<file path="config.mk">
export PLATFORM = sky130hd
export DESIGN_NAME = neighbor_row_bandwidth_per_block_flat
export DESIGN_NICKNAME = d
export VERILOG_FILES = /design/src/rtl/nrbw_pkg.sv /design/src/rtl/nrbw_in_if.sv /design/src/rtl/nrbw_out_if.sv /design/src/rtl/nrbw_div.sv /design/src/rtl/nrbw_regs.sv /design/src/rtl/nrbw_core.sv /design/src/rtl/neighbor_row_bandwidth_per_block.sv /design/src/flat_wrapper.sv
export SDC_FILE = /design/constraint.sdc
export NUM_CORES = 2
export LEC_CHECK = 0
export BUFFER_PORTS_ARGS = -buffer_cell sky130_fd_sc_hd__buf_2
export CAP_MARGIN = 5
export CORE_MARGIN = 2
export CORE_UTILIZATION = 43
export CTS_CLUSTER_DIAMETER = 120
export DETAILED_ROUTE_END_ITERATION = 8
export GPL_ROUTABILITY_DRIVEN = 0
export PLACE_DENSITY_LB_ADDON = 0.12
export SYNTH_ARGS = -nofsm -noshare
export SYNTH_HDL_FRONTEND = slang
export SYNTH_HIERARCHICAL = 1
export SYNTH_SLANG_ARGS = --single-unit
</file>
<file path="constraint.sdc">
create_clock -name clk_i -period 8.66 [get_ports clk_i]
set_input_delay 0 -clock clk_i [delete_from_list [all_inputs] [get_ports clk_i]]
set_output_delay 0 -clock clk_i [all_outputs]
set_load 0.005 [all_outputs]
</file>
<file path="src/rtl/nrbw_pkg.sv">
// Shared types and constants for the per-block row bandwidth tracker.
// No dependencies; every other file of the block imports it.
package nrbw_pkg;

  localparam int IDX_W  = 20;
  localparam int NP_W   = 21;
  localparam int NB_W   = 7;
  localparam int SEL_W  = 6;
  localparam int DIV_W  = 21;
  localparam int CNT_W  = 5;
  localparam int APB_AW = 3;
  localparam int APB_DW = 32;

  localparam logic REG_POINT_COUNT = 1'b0;
  localparam logic REG_NUM_BLOCKS  = 1'b1;

  typedef enum logic {
    OP_NEIGHBOR = 1'b0,
    OP_READ     = 1'b1
  } op_e;

  typedef enum logic [2:0] {
    ST_CLEAR,
    ST_IDLE,
    ST_CFG_DIV,
    ST_ROW_DIV,
    ST_ROW_RD,
    ST_ROW_WR,
    ST_RD_WAIT
  } state_e;

  typedef struct packed {
    logic            wr;
    logic [NP_W-1:0] point_count;
    logic [NB_W-1:0] num_blocks;
  } cfg_t;

  typedef struct packed {
    logic             start;
    logic [DIV_W-1:0] dividend;
    logic [DIV_W-1:0] divisor;
  } div_req_t;

  typedef struct packed {
    logic             done;
    logic [DIV_W-1:0] quotient;
  } div_rsp_t;

endpackage

</file>
<file path="src/rtl/nrbw_in_if.sv">
// Input channel: neighbor items and read items, valid/ready handshake.
// Depends on nrbw_pkg.
interface nrbw_in_if import nrbw_pkg::*; ();
  logic             valid;
  logic             ready;
  logic             op;
  logic [IDX_W-1:0] row_index;
  logic [IDX_W-1:0] neighbor_index;
  logic             last_of_row;
  logic [SEL_W-1:0] block_select;

  modport source (
    output valid, op, row_index, neighbor_index, last_of_row, block_select,
    input  ready
  );
  modport sink (
    input  valid, op, row_index, neighbor_index, last_of_row, block_select,
    output ready
  );
endinterface

</file>
<file path="src/rtl/nrbw_out_if.sv">
// Result channel: one block's bandwidth pair, valid/ready handshake.
// Depends on nrbw_pkg.
interface nrbw_out_if import nrbw_pkg::*; ();
  logic             valid;
  logic             ready;
  logic [SEL_W-1:0] block;
  logic [IDX_W-1:0] left_bandwidth;
  logic [IDX_W-1:0] right_bandwidth;

  modport source (
    output valid, block, left_bandwidth, right_bandwidth,
    input  ready
  );
  modport sink (
    input  valid, block, left_bandwidth, right_bandwidth,
    output ready
  );
endinterface

</file>
<file path="src/rtl/nrbw_div.sv">
// Iterative restoring divider, one quotient bit per cycle.
// Depends on nrbw_pkg (div_req_t, div_rsp_t, DIV_W).
module nrbw_div import nrbw_pkg::*; (
  input  logic     clk_i,
  input  logic     rst_ni,
  input  div_req_t req_i,
  output div_rsp_t rsp_o
);

  logic             busy_q, busy_d;
  logic             done_q, done_d;
  logic [CNT_W-1:0] cnt_q, cnt_d;
  logic [DIV_W:0]   rem_q, rem_d;
  logic [DIV_W-1:0] quo_q, quo_d;
  logic [DIV_W-1:0] dsr_q, dsr_d;
  logic [DIV_W:0]   shifted;

  always_comb begin
    shifted = {rem_q[DIV_W-1:0], quo_q[DIV_W-1]};
    busy_d  = busy_q;
    done_d  = 1'b0;
    cnt_d   = cnt_q;
    rem_d   = rem_q;
    quo_d   = quo_q;
    dsr_d   = dsr_q;
    if (req_i.start) begin
      busy_d = 1'b1;
      cnt_d  = '0;
      rem_d  = '0;
      quo_d  = req_i.dividend;
      dsr_d  = req_i.divisor;
    end else if (busy_q) begin
      if (shifted >= {1'b0, dsr_q}) begin
        rem_d = shifted - {1'b0, dsr_q};
        quo_d = {quo_q[DIV_W-2:0], 1'b1};
      end else begin
        rem_d = shifted;
        quo_d = {quo_q[DIV_W-2:0], 1'b0};
      end
      cnt_d = cnt_q + CNT_W'(1);
      if (cnt_q == CNT_W'(DIV_W - 1)) begin
        busy_d = 1'b0;
        done_d = 1'b1;
      end
    end
  end

  always_ff @(posedge clk_i or negedge rst_ni) begin
    if (!rst_ni) begin
      busy_q <= 1'b0;
      done_q <= 1'b0;
      cnt_q  <= '0;
    end else begin
      busy_q <= busy_d;
      done_q <= done_d;
      cnt_q  <= cnt_d;
    end
  end

  always_ff @(posedge clk_i) begin
    rem_q <= rem_d;
    quo_q <= quo_d;
    dsr_q <= dsr_d;
  end

  assign rsp_o.done     = done_q;
  assign rsp_o.quotient = quo_q;

endmodule

</file>
<file path="src/rtl/nrbw_regs.sv">
// APB register file: point_count and num_blocks, with write strobe.
// Depends on nrbw_pkg (cfg_t, register indexes).
module nrbw_regs import nrbw_pkg::*; (
  input  logic              clk_i,
  input  logic              rst_ni,
  input  logic              psel,
  input  logic              penable,
  input  logic              pwrite,
  input  logic [APB_AW-1:0] paddr,
  input  logic [APB_DW-1:0] pwdata,
  output logic [APB_DW-1:0] prdata,
  output logic              pready,
  output cfg_t              cfg_o
);

  logic            wr;
  logic [NP_W-1:0] np_q, np_d;
  logic [NB_W-1:0] nb_q, nb_d;

  always_comb begin
    wr   = psel && penable && pwrite;
    np_d = np_q;
    nb_d = nb_q;
    if (wr) begin
      case (paddr[2])
        REG_POINT_COUNT: np_d = pwdata[NP_W-1:0];
        REG_NUM_BLOCKS:  nb_d = pwdata[NB_W-1:0];
        default: ;
      endcase
    end
    case (paddr[2])
      REG_POINT_COUNT: prdata = APB_DW'(np_q);
      REG_NUM_BLOCKS:  prdata = APB_DW'(nb_q);
      default:         prdata = '0;
    endcase
  end

  always_ff @(posedge clk_i or negedge rst_ni) begin
    if (!rst_ni) begin
      np_q <= '0;
      nb_q <= NB_W'(1);
    end else begin
      np_q <= np_d;
      nb_q <= nb_d;
    end
  end

  assign pready            = 1'b1;
  assign cfg_o.wr          = wr;
  assign cfg_o.point_count = np_q;
  assign cfg_o.num_blocks  = nb_q;

endmodule

</file>
<file path="src/rtl/nrbw_core.sv">
// Sequencer, running min/max and the bandwidth table memory.
// Depends on nrbw_pkg, nrbw_in_if, nrbw_out_if; drives the shared divider.
module nrbw_core import nrbw_pkg::*; #(
  parameter int MAX_BLOCKS = 64
) (
  input  logic     clk_i,
  input  logic     rst_ni,
  nrbw_in_if.sink  in_i,
  nrbw_out_if.source res_o,
  input  cfg_t     cfg_i,
  output div_req_t div_req_o,
  input  div_rsp_t div_rsp_i
);

  localparam int AW = (MAX_BLOCKS > 1) ? $clog2(MAX_BLOCKS) : 1;
  localparam int MW = 2 * IDX_W;

  state_e           state_q, state_d;
  logic [AW-1:0]    clr_addr_q, clr_addr_d;
  logic             in_row_q, in_row_d;
  logic             cfg_dirty_q, cfg_dirty_d;
  logic [NP_W-1:0]  rpb_q, rpb_d;
  logic [IDX_W-1:0] row_q, row_d, min_q, min_d, max_q, max_d;
  logic [IDX_W-1:0] lbw_q, lbw_d, rbw_q, rbw_d;
  logic [AW-1:0]    blk_q, blk_d;
  logic [SEL_W-1:0] sel_q, sel_d;
  logic             rd_zero_q, rd_zero_d;

  logic [MW-1:0]    mem_q [MAX_BLOCKS];
  logic [MW-1:0]    mem_rdata_q;
  logic             mem_we, mem_re;
  logic [AW-1:0]    mem_waddr, mem_raddr;
  logic [MW-1:0]    mem_wdata;

  logic             out_valid_q, out_valid_d, out_load;
  logic [SEL_W-1:0] out_block_q;
  logic [IDX_W-1:0] out_left_q, out_right_q;

  logic [NB_W-1:0]  nb_eff;
  logic [NP_W-1:0]  nb_ext, blk_full;
  logic             np_zero, accept;
  logic [IDX_W-1:0] base, cur_min, cur_max, min_new, max_new;
  logic [IDX_W-1:0] old_l, old_r;

  always_comb begin
    if (cfg_i.num_blocks == '0) begin
      nb_eff = NB_W'(1);
    end else if (32'(cfg_i.num_blocks) > 32'(MAX_BLOCKS)) begin
      nb_eff = NB_W'(MAX_BLOCKS);
    end else begin
      nb_eff = cfg_i.num_blocks;
    end
    nb_ext   = NP_W'(nb_eff);
    np_zero  = (cfg_i.point_count == '0);
    blk_full = (div_rsp_i.quotient >= nb_ext) ? nb_ext - NP_W'(1) : div_rsp_i.quotient;

    accept  = in_i.valid && in_i.ready;
    base    = in_row_q ? row_q : in_i.row_index;
    cur_min = in_row_q ? min_q : in_i.row_index;
    cur_max = in_row_q ? max_q : in_i.row_index;
    min_new = (in_i.neighbor_index < cur_min) ? in_i.neighbor_index : cur_min;
    max_new = (in_i.neighbor_index > cur_max) ? in_i.neighbor_index : cur_max;
    old_l   = mem_rdata_q[MW-1:IDX_W];
    old_r   = mem_rdata_q[IDX_W-1:0];
  end

  always_comb begin
    state_d     = state_q;
    clr_addr_d  = clr_addr_q;
    in_row_d    = in_row_q;
    cfg_dirty_d = cfg_dirty_q || cfg_i.wr;
    rpb_d       = rpb_q;
    row_d       = row_q;
    min_d       = min_q;
    max_d       = max_q;
    lbw_d       = lbw_q;
    rbw_d       = rbw_q;
    blk_d       = blk_q;
    sel_d       = sel_q;
    rd_zero_d   = rd_zero_q;
    mem_we      = 1'b0;
    mem_waddr   = blk_q;
    mem_wdata   = '0;
    mem_re      = 1'b0;
    mem_raddr   = blk_q;
    out_load    = 1'b0;
    in_i.ready  = 1'b0;
    div_req_o.start    = 1'b0;
    div_req_o.dividend = DIV_W'(base);
    div_req_o.divisor  = rpb_q;

    case (state_q)
      ST_CLEAR: begin
        mem_we     = 1'b1;
        mem_waddr  = clr_addr_q;
        clr_addr_d = clr_addr_q + AW'(1);
        if (clr_addr_q == AW'(MAX_BLOCKS - 1)) begin
          state_d = ST_IDLE;
        end
      end
      ST_IDLE: begin
        in_i.ready = !cfg_dirty_q;
        if (cfg_dirty_q) begin
          cfg_dirty_d = cfg_i.wr;
          if (np_zero) begin
            rpb_d = NP_W'(1);
          end else begin
            div_req_o.start    = 1'b1;
            div_req_o.dividend = cfg_i.point_count - NP_W'(1);
            div_req_o.divisor  = nb_ext;
            state_d            = ST_CFG_DIV;
          end
        end else if (accept) begin
          if (in_i.op == OP_READ) begin
            mem_re    = 1'b1;
            mem_raddr = AW'(in_i.block_select);
            sel_d     = in_i.block_select;
            rd_zero_d = 32'(in_i.block_select) >= 32'(MAX_BLOCKS);
            state_d   = ST_RD_WAIT;
          end else begin
            row_d = base;
            min_d = min_new;
            max_d = max_new;
            if (in_i.last_of_row) begin
              in_row_d = 1'b0;
              lbw_d    = base - min_new;
              rbw_d    = max_new - base;
              if (np_zero) begin
                blk_d   = '0;
                state_d = ST_ROW_RD;
              end else begin
                div_req_o.start = 1'b1;
                state_d         = ST_ROW_DIV;
              end
            end else begin
              in_row_d = 1'b1;
            end
          end
        end
      end
      ST_CFG_DIV: begin
        if (div_rsp_i.done) begin
          rpb_d   = div_rsp_i.quotient + DIV_W'(1);
          state_d = ST_IDLE;
        end
      end
      ST_ROW_DIV: begin
        if (div_rsp_i.done) begin
          blk_d   = AW'(blk_full);
          state_d = ST_ROW_RD;
        end
      end
      ST_ROW_RD: begin
        mem_re  = 1'b1;
        state_d = ST_ROW_WR;
      end
      ST_ROW_WR: begin
        mem_we    = 1'b1;
        mem_wdata = {(lbw_q > old_l) ? lbw_q : old_l, (rbw_q > old_r) ? rbw_q : old_r};
        state_d   = ST_IDLE;
      end
      ST_RD_WAIT: begin
        if (!out_valid_q || res_o.ready) begin
          out_load = 1'b1;
          state_d  = ST_IDLE;
        end
      end
      default: state_d = ST_IDLE;
    endcase

    if (out_load) begin
      out_valid_d = 1'b1;
    end else if (res_o.ready) begin
      out_valid_d = 1'b0;
    end else begin
      out_valid_d = out_valid_q;
    end
  end

  always_ff @(posedge clk_i or negedge rst_ni) begin
    if (!rst_ni) begin
      state_q     <= ST_CLEAR;
      clr_addr_q  <= '0;
      in_row_q    <= 1'b0;
      cfg_dirty_q <= 1'b0;
      rpb_q       <= NP_W'(1);
      out_valid_q <= 1'b0;
    end else begin
      state_q     <= state_d;
      clr_addr_q  <= clr_addr_d;
      in_row_q    <= in_row_d;
      cfg_dirty_q <= cfg_dirty_d;
      rpb_q       <= rpb_d;
      out_valid_q <= out_valid_d;
    end
  end

  always_ff @(posedge clk_i) begin
    row_q     <= row_d;
    min_q     <= min_d;
    max_q     <= max_d;
    lbw_q     <= lbw_d;
    rbw_q     <= rbw_d;
    blk_q     <= blk_d;
    sel_q     <= sel_d;
    rd_zero_q <= rd_zero_d;
    if (out_load) begin
      out_block_q <= sel_q;
      out_left_q  <= rd_zero_q ? '0 : old_l;
      out_right_q <= rd_zero_q ? '0 : old_r;
    end
  end

  always_ff @(posedge clk_i) begin
    if (mem_we) begin
      mem_q[mem_waddr] <= mem_wdata;
    end
    if (mem_re) begin
      mem_rdata_q <= mem_q[mem_raddr];
    end
  end

  assign res_o.valid           = out_valid_q;
  assign res_o.block           = out_block_q;
  assign res_o.left_bandwidth  = out_left_q;
  assign res_o.right_bandwidth = out_right_q;

  a_div_done_expected: assert property (@(posedge clk_i) disable iff (!rst_ni)
    div_rsp_i.done |-> (state_q == ST_CFG_DIV || state_q == ST_ROW_DIV))
    else $error("divider finished with no request outstanding");

  a_result_from_read: assert property (@(posedge clk_i) disable iff (!rst_ni)
    $rose(res_o.valid) |-> $past(state_q) == ST_RD_WAIT)
    else $error("result raised without a read item");

  a_row_span: assert property (@(posedge clk_i) disable iff (!rst_ni)
    in_row_q |-> (min_q <= row_q && max_q >= row_q))
    else $error("running min/max do not bracket the row index");

  a_no_item_stale_cfg: assert property (@(posedge clk_i) disable iff (!rst_ni)
    cfg_dirty_q |-> !(in_i.valid && in_i.ready))
    else $error("item accepted before block size was recomputed");

endmodule

</file>
<file path="src/rtl/neighbor_row_bandwidth_per_block.sv">
// Per-block row bandwidth tracker, top level.
// Depends on nrbw_pkg, nrbw_in_if, nrbw_out_if, nrbw_div, nrbw_regs, nrbw_core.
//
// in_i carries items: a neighbor item (op 0) gives one column index of a row,
// tagged with its row index and a last-of-row mark; a read item (op 1) asks
// for the largest left/right bandwidth recorded for one block. res_o returns
// one result per read item. point_count and num_blocks are written over APB.
// A neighbor item that does not end a row leaves the core ready for the next
// item. A row's last item stalls the input while the shared 21-bit divider
// finds the row's block, then a read and a write-back of the table memory.
// A read item stalls the input while its table entry is read into a register
// and then loaded into the output register once that is free. A register
// write stalls the input while the divider derives the block size.
// Reset clears the table memory one entry per cycle: no item is accepted until
// every entry is cleared. If res_o stalls, one result waits in the output
// register and neighbor items keep flowing; a second read item waits inside
// until the output register frees up.
module neighbor_row_bandwidth_per_block import nrbw_pkg::*; #(
  parameter int MAX_BLOCKS = 64
) (
  input  logic              clk_i,
  input  logic              rst_ni,
  nrbw_in_if.sink           in_i,
  nrbw_out_if.source        res_o,
  input  logic              psel,
  input  logic              penable,
  input  logic              pwrite,
  input  logic [APB_AW-1:0] paddr,
  input  logic [APB_DW-1:0] pwdata,
  output logic [APB_DW-1:0] prdata,
  output logic              pready
);

  cfg_t     cfg;
  div_req_t div_req;
  div_rsp_t div_rsp;

  nrbw_regs u_regs (
    .clk_i   (clk_i),
    .rst_ni  (rst_ni),
    .psel    (psel),
    .penable (penable),
    .pwrite  (pwrite),
    .paddr   (paddr),
    .pwdata  (pwdata),
    .prdata  (prdata),
    .pready  (pready),
    .cfg_o   (cfg)
  );

  nrbw_div u_div (
    .clk_i  (clk_i),
    .rst_ni (rst_ni),
    .req_i  (div_req),
    .rsp_o  (div_rsp)
  );

  nrbw_core #(
    .MAX_BLOCKS (MAX_BLOCKS)
  ) u_core (
    .clk_i     (clk_i),
    .rst_ni    (rst_ni),
    .in_i      (in_i),
    .res_o     (res_o),
    .cfg_i     (cfg),
    .div_req_o (div_req),
    .div_rsp_i (div_rsp)
  );

endmodule
</file>
<file path="src/flat_wrapper.sv">
// flat-port wrapper written by rule: the top's interface ports become plain ports
module neighbor_row_bandwidth_per_block_flat import nrbw_pkg::*;
#(
  parameter int MAX_BLOCKS = 64
)
  (clk_i, rst_ni, psel, penable, pwrite, paddr, pwdata, prdata, pready, in_i_valid, in_i_op, in_i_row_index, in_i_neighbor_index, in_i_last_of_row, in_i_block_select, in_i_ready, res_o_valid, res_o_block, res_o_left_bandwidth, res_o_right_bandwidth, res_o_ready);
  nrbw_in_if in_i_i ();
  nrbw_out_if res_o_i ();
  input  logic clk_i;
  input  logic rst_ni;
  input  logic psel;
  input  logic penable;
  input  logic pwrite;
  input  logic [APB_AW-1:0] paddr;
  input  logic [APB_DW-1:0] pwdata;
  output logic [APB_DW-1:0] prdata;
  output logic pready;
  input wire logic [$bits(in_i_i.valid)-1:0] in_i_valid;
  input wire logic [$bits(in_i_i.op)-1:0] in_i_op;
  input wire logic [$bits(in_i_i.row_index)-1:0] in_i_row_index;
  input wire logic [$bits(in_i_i.neighbor_index)-1:0] in_i_neighbor_index;
  input wire logic [$bits(in_i_i.last_of_row)-1:0] in_i_last_of_row;
  input wire logic [$bits(in_i_i.block_select)-1:0] in_i_block_select;
  output wire logic [$bits(in_i_i.ready)-1:0] in_i_ready;
  output wire logic [$bits(res_o_i.valid)-1:0] res_o_valid;
  output wire logic [$bits(res_o_i.block)-1:0] res_o_block;
  output wire logic [$bits(res_o_i.left_bandwidth)-1:0] res_o_left_bandwidth;
  output wire logic [$bits(res_o_i.right_bandwidth)-1:0] res_o_right_bandwidth;
  input wire logic [$bits(res_o_i.ready)-1:0] res_o_ready;
  assign in_i_i.valid = in_i_valid;
  assign in_i_i.op = in_i_op;
  assign in_i_i.row_index = in_i_row_index;
  assign in_i_i.neighbor_index = in_i_neighbor_index;
  assign in_i_i.last_of_row = in_i_last_of_row;
  assign in_i_i.block_select = in_i_block_select;
  assign in_i_ready = in_i_i.ready;
  assign res_o_valid = res_o_i.valid;
  assign res_o_block = res_o_i.block;
  assign res_o_left_bandwidth = res_o_i.left_bandwidth;
  assign res_o_right_bandwidth = res_o_i.right_bandwidth;
  assign res_o_i.ready = res_o_ready;
  neighbor_row_bandwidth_per_block #(.MAX_BLOCKS(MAX_BLOCKS)) u_core (.clk_i(clk_i), .rst_ni(rst_ni), .in_i(in_i_i), .res_o(res_o_i), .psel(psel), .penable(penable), .pwrite(pwrite), .paddr(paddr), .pwdata(pwdata), .prdata(prdata), .pready(pready));
endmodule
</file>
### Yosys cells after proc, flatten, opt, wreduce, memory -nomap -nowiden

Memory sizes are Yosys's and may differ from the RTL's. A register that Yosys moved wholly into a read port is not among the register bits.
Cells that the tools add are included.
Widths: inputs -> output; s select.

* register bits: 289
* bits in writable memories: 2560
* bits of input ports: 90
* output and inout port bits: 81
* word-level logic and storage cells: 161
* memories: 1

Memory list
* u_core.u_core.mem_q: words 64, width 40, read ports 1, clocked after memory_dff 1, wr ports 1, RTL line nrbw_core.sv:29 `logic [MW-1:0] mem_q [MAX_BLOCKS];`

* add/sub/neg operators: 8
* order comparisons: 7
* equality and inequality tests: 21
* mux-type cells: 74
* bitwise operators: 3
* reduce and logical (&&, ||, !) cells: 23

Operators with widths (number)
* $mux 20: 7
* $mux 21: 6
* $mux 43: 2
* $mux 6: 12
* $pmux 32 s2: 1
* $gt 20x20->1: 3
* $mux 42: 1
* $pmux 21 s2: 1
* $mux 40: 1
* $sub 20x20->20: 2
* $mux 3: 10
* $mux 1: 26
* $ge 22x21->1: 1
* $add 21x1->21 const B: 1
* $ge 21x7->1: 1
* $logic_not 21->1: 1
* $sub 21x1->21 const B: 1
* $sub 21x21->21: 1
* $lt 20x20->1: 1
* $pmux 3 s6: 1
* $ne 2x2->1 const B: 8
* $mux 7: 2
* $reduce_and 7->1: 2
* $pmux 6 s2: 1
* other kinds (25): 43

### Longest topological paths before layout

* depth in word-level cells: 8
* depth in mapped cells: 29
* depth with buffers taken out: 24

### Hierarchy

The synthesis kept the hierarchy.

By module, submodules not included
* nrbw_core: times used 1, cells each 9103, area an instance 115692.2 sq um
* nrbw_div: times used 1, cells each 369, area an instance 3933.8 sq um
* nrbw_regs: times used 1, cells each 99, area an instance 1437.6 sq um

### Worst setup path after synthesis

Ideal clock, no wire load.

* kind: register -> register
* start point: register u_core.u_core.state_q[2]
* end point: register u_core.u_div.quo_q[0], enable pin
* setup time: 0.376 ns
* arrival time: 5.908 ns
* required time: 8.284 ns
* path slack: 2.376 ns
* cell stages (with the launch flop): 11
* buffers on the path: 1
* path through: dfrtp_1 -> nor2b_1 -> nand2b_1 -> nor2_2 -> nand2_1 -> nor2_1 -> nand2_1 -> a21oi_1 -> clkbuf_1 -> nor2_1 -> inv_1

RTL lines
* from (decl): RTL line nrbw_core.sv:18 `state_e state_q, state_d;`
* from (signal assigned): RTL line nrbw_core.sv:189 `state_q <= state_d;`
* to (signal assigned): RTL line nrbw_div.sv:62 `quo_q <= quo_d;`
* to (decl): RTL line nrbw_div.sv:14 `logic [DIV_W-1:0] quo_q, quo_d;`

### Final worst setup path

* start point: register u_core.u_core.in_row_q
* end point: register u_core.u_core.rbw_q[15], data pin

* word-level cells in the longest chain between the ends: 4

RTL lines
* from (decl): RTL line nrbw_core.sv:20 `logic in_row_q, in_row_d;`
* from (signal assigned): RTL line nrbw_core.sv:191 `in_row_q <= in_row_d;`
* $mux 20 *: RTL line nrbw_core.sv:60 `cur_max = in_row_q ? max_q : in_i.row_index;`
* $gt 20x20->1: RTL line nrbw_core.sv:62 `max_new = (in_i.neighbor_index > cur_max) ? in_i.neighbor_index : cur_max;`
* $mux 20 *: RTL line nrbw_core.sv:62
* named net u_core.u_core.max_new[0]: RTL line nrbw_core.sv:42 `logic [IDX_W-1:0] base, cur_min, cur_max, min_new, max_new;`
* $sub 20x20->20 *: RTL line nrbw_core.sv:127 `rbw_d = max_new - base;`
* to (signal assigned): RTL line nrbw_core.sv:203 `rbw_q <= rbw_d;`
* to (decl): RTL line nrbw_core.sv:24 `logic [IDX_W-1:0] lbw_q, lbw_d, rbw_q, rbw_d;`

Mark *: on every way through the listed nets, which the timed path passes. The rest lies on a longest branch.
A chain may end at the register's enable or synchronous reset.

==> metrics.txt <==
CTS tree yes; R2R Setup Slk between 1.5 and 2 ns; most area-hungry cell type in the Yosys netlist edfxtp_1; Peak VDD IR about 0.14 mV; Core Area approximately 280000 um2; Cell Rows between 150 and 200; Yosys top cell area share 0.695; root buf cell clkbuf_16; top_reg_cell synth edfxtp_1; Die ar. about 290000 um2; P_leak roughly 47 nW; Storage cell area around 86000 um2; Die Ht between 500 and 600 um; Vias a little under 80000; drt first-iter violations between 7000 and 8000; status complete, no violations; placed cells between 10000 and 15000; area delta synth->final 14.2%; Layout Nets 9997; P per Cell Area roughly 210 nW/um2; final setup violating endpoints 0; DR WL/cell 25.5 um; main combinational cell family by area after synthesis simple AND/OR/NAND/NOR gates; Syn Area/Cell between 10 and 15 um2; overall power roughly 29 mW; compound-gate portion of the synthesized area 0.0803; synth top area cells edfxtp_1, nand2_1, a311oi_1; worst relative slew slack 0.0804; Routed Antenna Nets 0; total number of H-tree levels 5; Final Util 0.495; Final HPWL DP ~180 mm; critical path class reg -> reg; CTS max path bufs 4; vias per cell 5.75; Async SR Flop Fraction 0.0235; Layout Cells excl Fill 13700; crit-path max FO ~50; Crit path arrival time ~7.5 ns; clk_lat worst skew around 0.88 ns; cell area after synthesis between 100000 and 150000 um2; first-pass GRT wire length between 500 and 600 mm; cts bufs inserted 317; cell count after synthesis around 9600; FMAX roughly 0.15 GHz; xor/xnor share of the synthesized area 0.00709; mux cell area share after synthesis 0.0114; largest net degree at the start of global routing between 100 and 150; startpoint types flop; total track usage 0.239; Fin Setup TNS 0 ns; Worst Tran Pin Value around 1.4 ns; critical path required time a little over 9 ns; final worst-path cycle share 0.794; Synth Register Bits 2889; Port-buffer cells approximately 150; Post-synth EDFFs 2800; Setup Skew about 0.047 ns; Setup crit end kind flop; vias in the first global route about 76000; pre-CTS setup slack 2.35 ns; post-synth cell types 93; post-synthesis adder-cell area fraction 0.0156; router iterations before antenna repair 6; crit path time final around 7 ns; multi-input logic area ~33000 um2; DIE WIDTH approximately 530 um; DRC violations left 0; RSZ-0062 raised after global routing no; final hold vios 0; I/O pins roughly 170; simple-gate share of the synthesized area 0.147; Max-Cap Viols 0; DRT Wirelength 350 mm; GRT overflow 0; Slew Viols, Final 0; Seq/Total Area, Yosys 0.712; synth warn 6; antenna violations before repair 14; starting density of the core 0.433; worst hold path class in -> reg; PnR worst setup slack roughly 1.8 ns; clk sinks 2889; layout cells sized above 1 0.0983; Clock transition at path regs ~0.060 ns; Fillers 24200
## synthesized netlist by cell type, drive strengths merged, types with 21 or more instances
master  number
clkbuf     501
edfxtp    2800
nand4       22
o31ai       27
dfxtp       21
o21ai       79
buf        143
mux2        59
a311oi     485
and2        23
dfrtp       66
nand2     2725
nor2b       51
mux2i       64
xor2        35
a211oi     136
a21oi      329
nor2       231
nand3      669
and3       331
nor3        28
xnor2       63
a31oi      175
inv        142
a21o        41
ha         144
## critical path: stages (launching register included)
cell	delay, ns
dfrtp_2	0.96
buf_4	0.33
nor2b_1	0.11
a21oi_1	0.22
ha_1	0.29
a211oi_1	0.29
nor2_1	0.09
o311a_1	0.40
or3_4	0.37
nand2_2	0.54
nor2_1	0.08
a31oi_1	0.16
dlygate4sd3_1	0.60
inv_1	0.05
ha_1	0.17
inv_1	0.09
a21oi_1	0.09
o21a_1	0.11
o211ai_1	0.09
o311ai_0	0.23
o211ai_1	0.37
a21oi_2	0.16
a221oi_2	0.35
o31ai_2	0.12
and2b_1	0.19
xnor2_1	0.12
## final timing paths
| kind | startpoint | to | cells after the start |
|---|---|---|---|
| worst max-delay path | u_core/u_core/in_row_q | u_core/u_core/rbw_q[15] | 25 |
| worst min register to register | u_core/u_core/sel_q[3] | u_core/u_core/res_o.block[3] | 0 |
| worst max register to register | u_core/u_core/in_row_q | u_core/u_core/rbw_q[15] | 25 |
| worst min-delay path | in_i_row_index[1] | u_core/u_core/row_q[1] | 4 |
| min in group asynchronous | rst_ni | u_core/u_regs/np_q[18] | 4 |
| max in group asynchronous | rst_ni | u_core/u_core/in_row_q | 4 |
## timing repair
item | in CTS | in global routing
endpoints found under the hold margin | 281 | 0
resized for setup | 0 | 0
buffers inserted | 0 | 0
endpoints found under the setup margin | 0 | 0
hold buffers | 143 | 0
## cell families (layout without fill, tap and decap cells)
family,count (synthesis),in the layout
AND/OR/NAND/NOR,4157,4157
flip-flops,2889,2889
AO/OA/AOI/OAI,1364,1364
buffers and inverters,788,1202
adder cells (fa/ha/maj),150,150
multiplexers,123,123
XOR/XNOR,98,98
other,2,22
## layout make-up
type | instances | share of cell area
antenna | 10 | 0.000181
multi-input combinational | 5904 | 0.236
timing repair buffer | 504 | 0.0306
sequential | 2889 | 0.623
clock buffer | 385 | 0.0607
tap | 3724 | 0.0337
inverter | 144 | 0.00391
clock inverter | 169 | 0.0111
## where the power goes
part           internal, mW  switching [mW]  leakage (nW)
Clock                  7.70            5.39          4.87
Combinational         0.336           0.376          21.1
Sequential             15.2          0.0556          20.7
## metrics by stage
step	cell area, um2	hold WS [ns]
finish	138000	0.0956
global route	138000	0.116
CTS	138000	0.0341
detailed placement	127000	0.234
global placement	127000	0.239
floorplan	121000	-0.296
## flip-flops by register name, summed over array words and instances (netlist names), 3 cells and up
signal and flops:
u_core/u_regs/nb_q 7, u_core/u_core/mem_q 2560, u_core/u_div/quo_q 21, u_core/u_div/dsr_q 21, u_core/u_core/blk_q 6, u_core/u_core/lbw_q 20
u_core/u_div/rem_q 21, u_core/u_core/rpb_q 21, u_core/u_core/res_o.block 6, u_core/u_core/res_o.left_bandwidth 20, u_core/u_core/mem_rdata_q 40, u_core/u_core/rbw_q 20
u_core/u_core/min_q 20, u_core/u_core/row_q 20, u_core/u_core/state_q 3, u_core/u_regs/np_q 21, u_core/u_core/sel_q 6, u_core/u_core/res_o.right_bandwidth 20
u_core/u_core/clr_addr_q 6, u_core/u_core/max_q 20, u_core/u_div/cnt_q 5
## layer usage
metal | track usage | share of wire | vias to the layer above
li1 | - | - | 35800
met1 | 0.338 | 0.44 | 40100
met2 | 0.391 | 0.47 | 2565
met3 | 0.0324 | 0.065 | 502
met4 | 0.0628 | 0.024 | 0
met5 | 0 | 0 | -
## cell usage in the layout (no fill, tap or decap), types with 141 or more instances in the layout
master,synthesis,routed
a21oi_1,327,324
a311oi_1,485,485
a31oi_1,175,175
and3_1,330,330
buf_2,80,145
buf_4,14,180
clkbuf_16,0,327
dlygate4sd3_1,0,143
edfxtp_1,2800,2800
ha_1,144,144
inv_1,142,141
nand2_1,2724,2723
nand3_1,669,669
(Power assumes the default switching activity.)
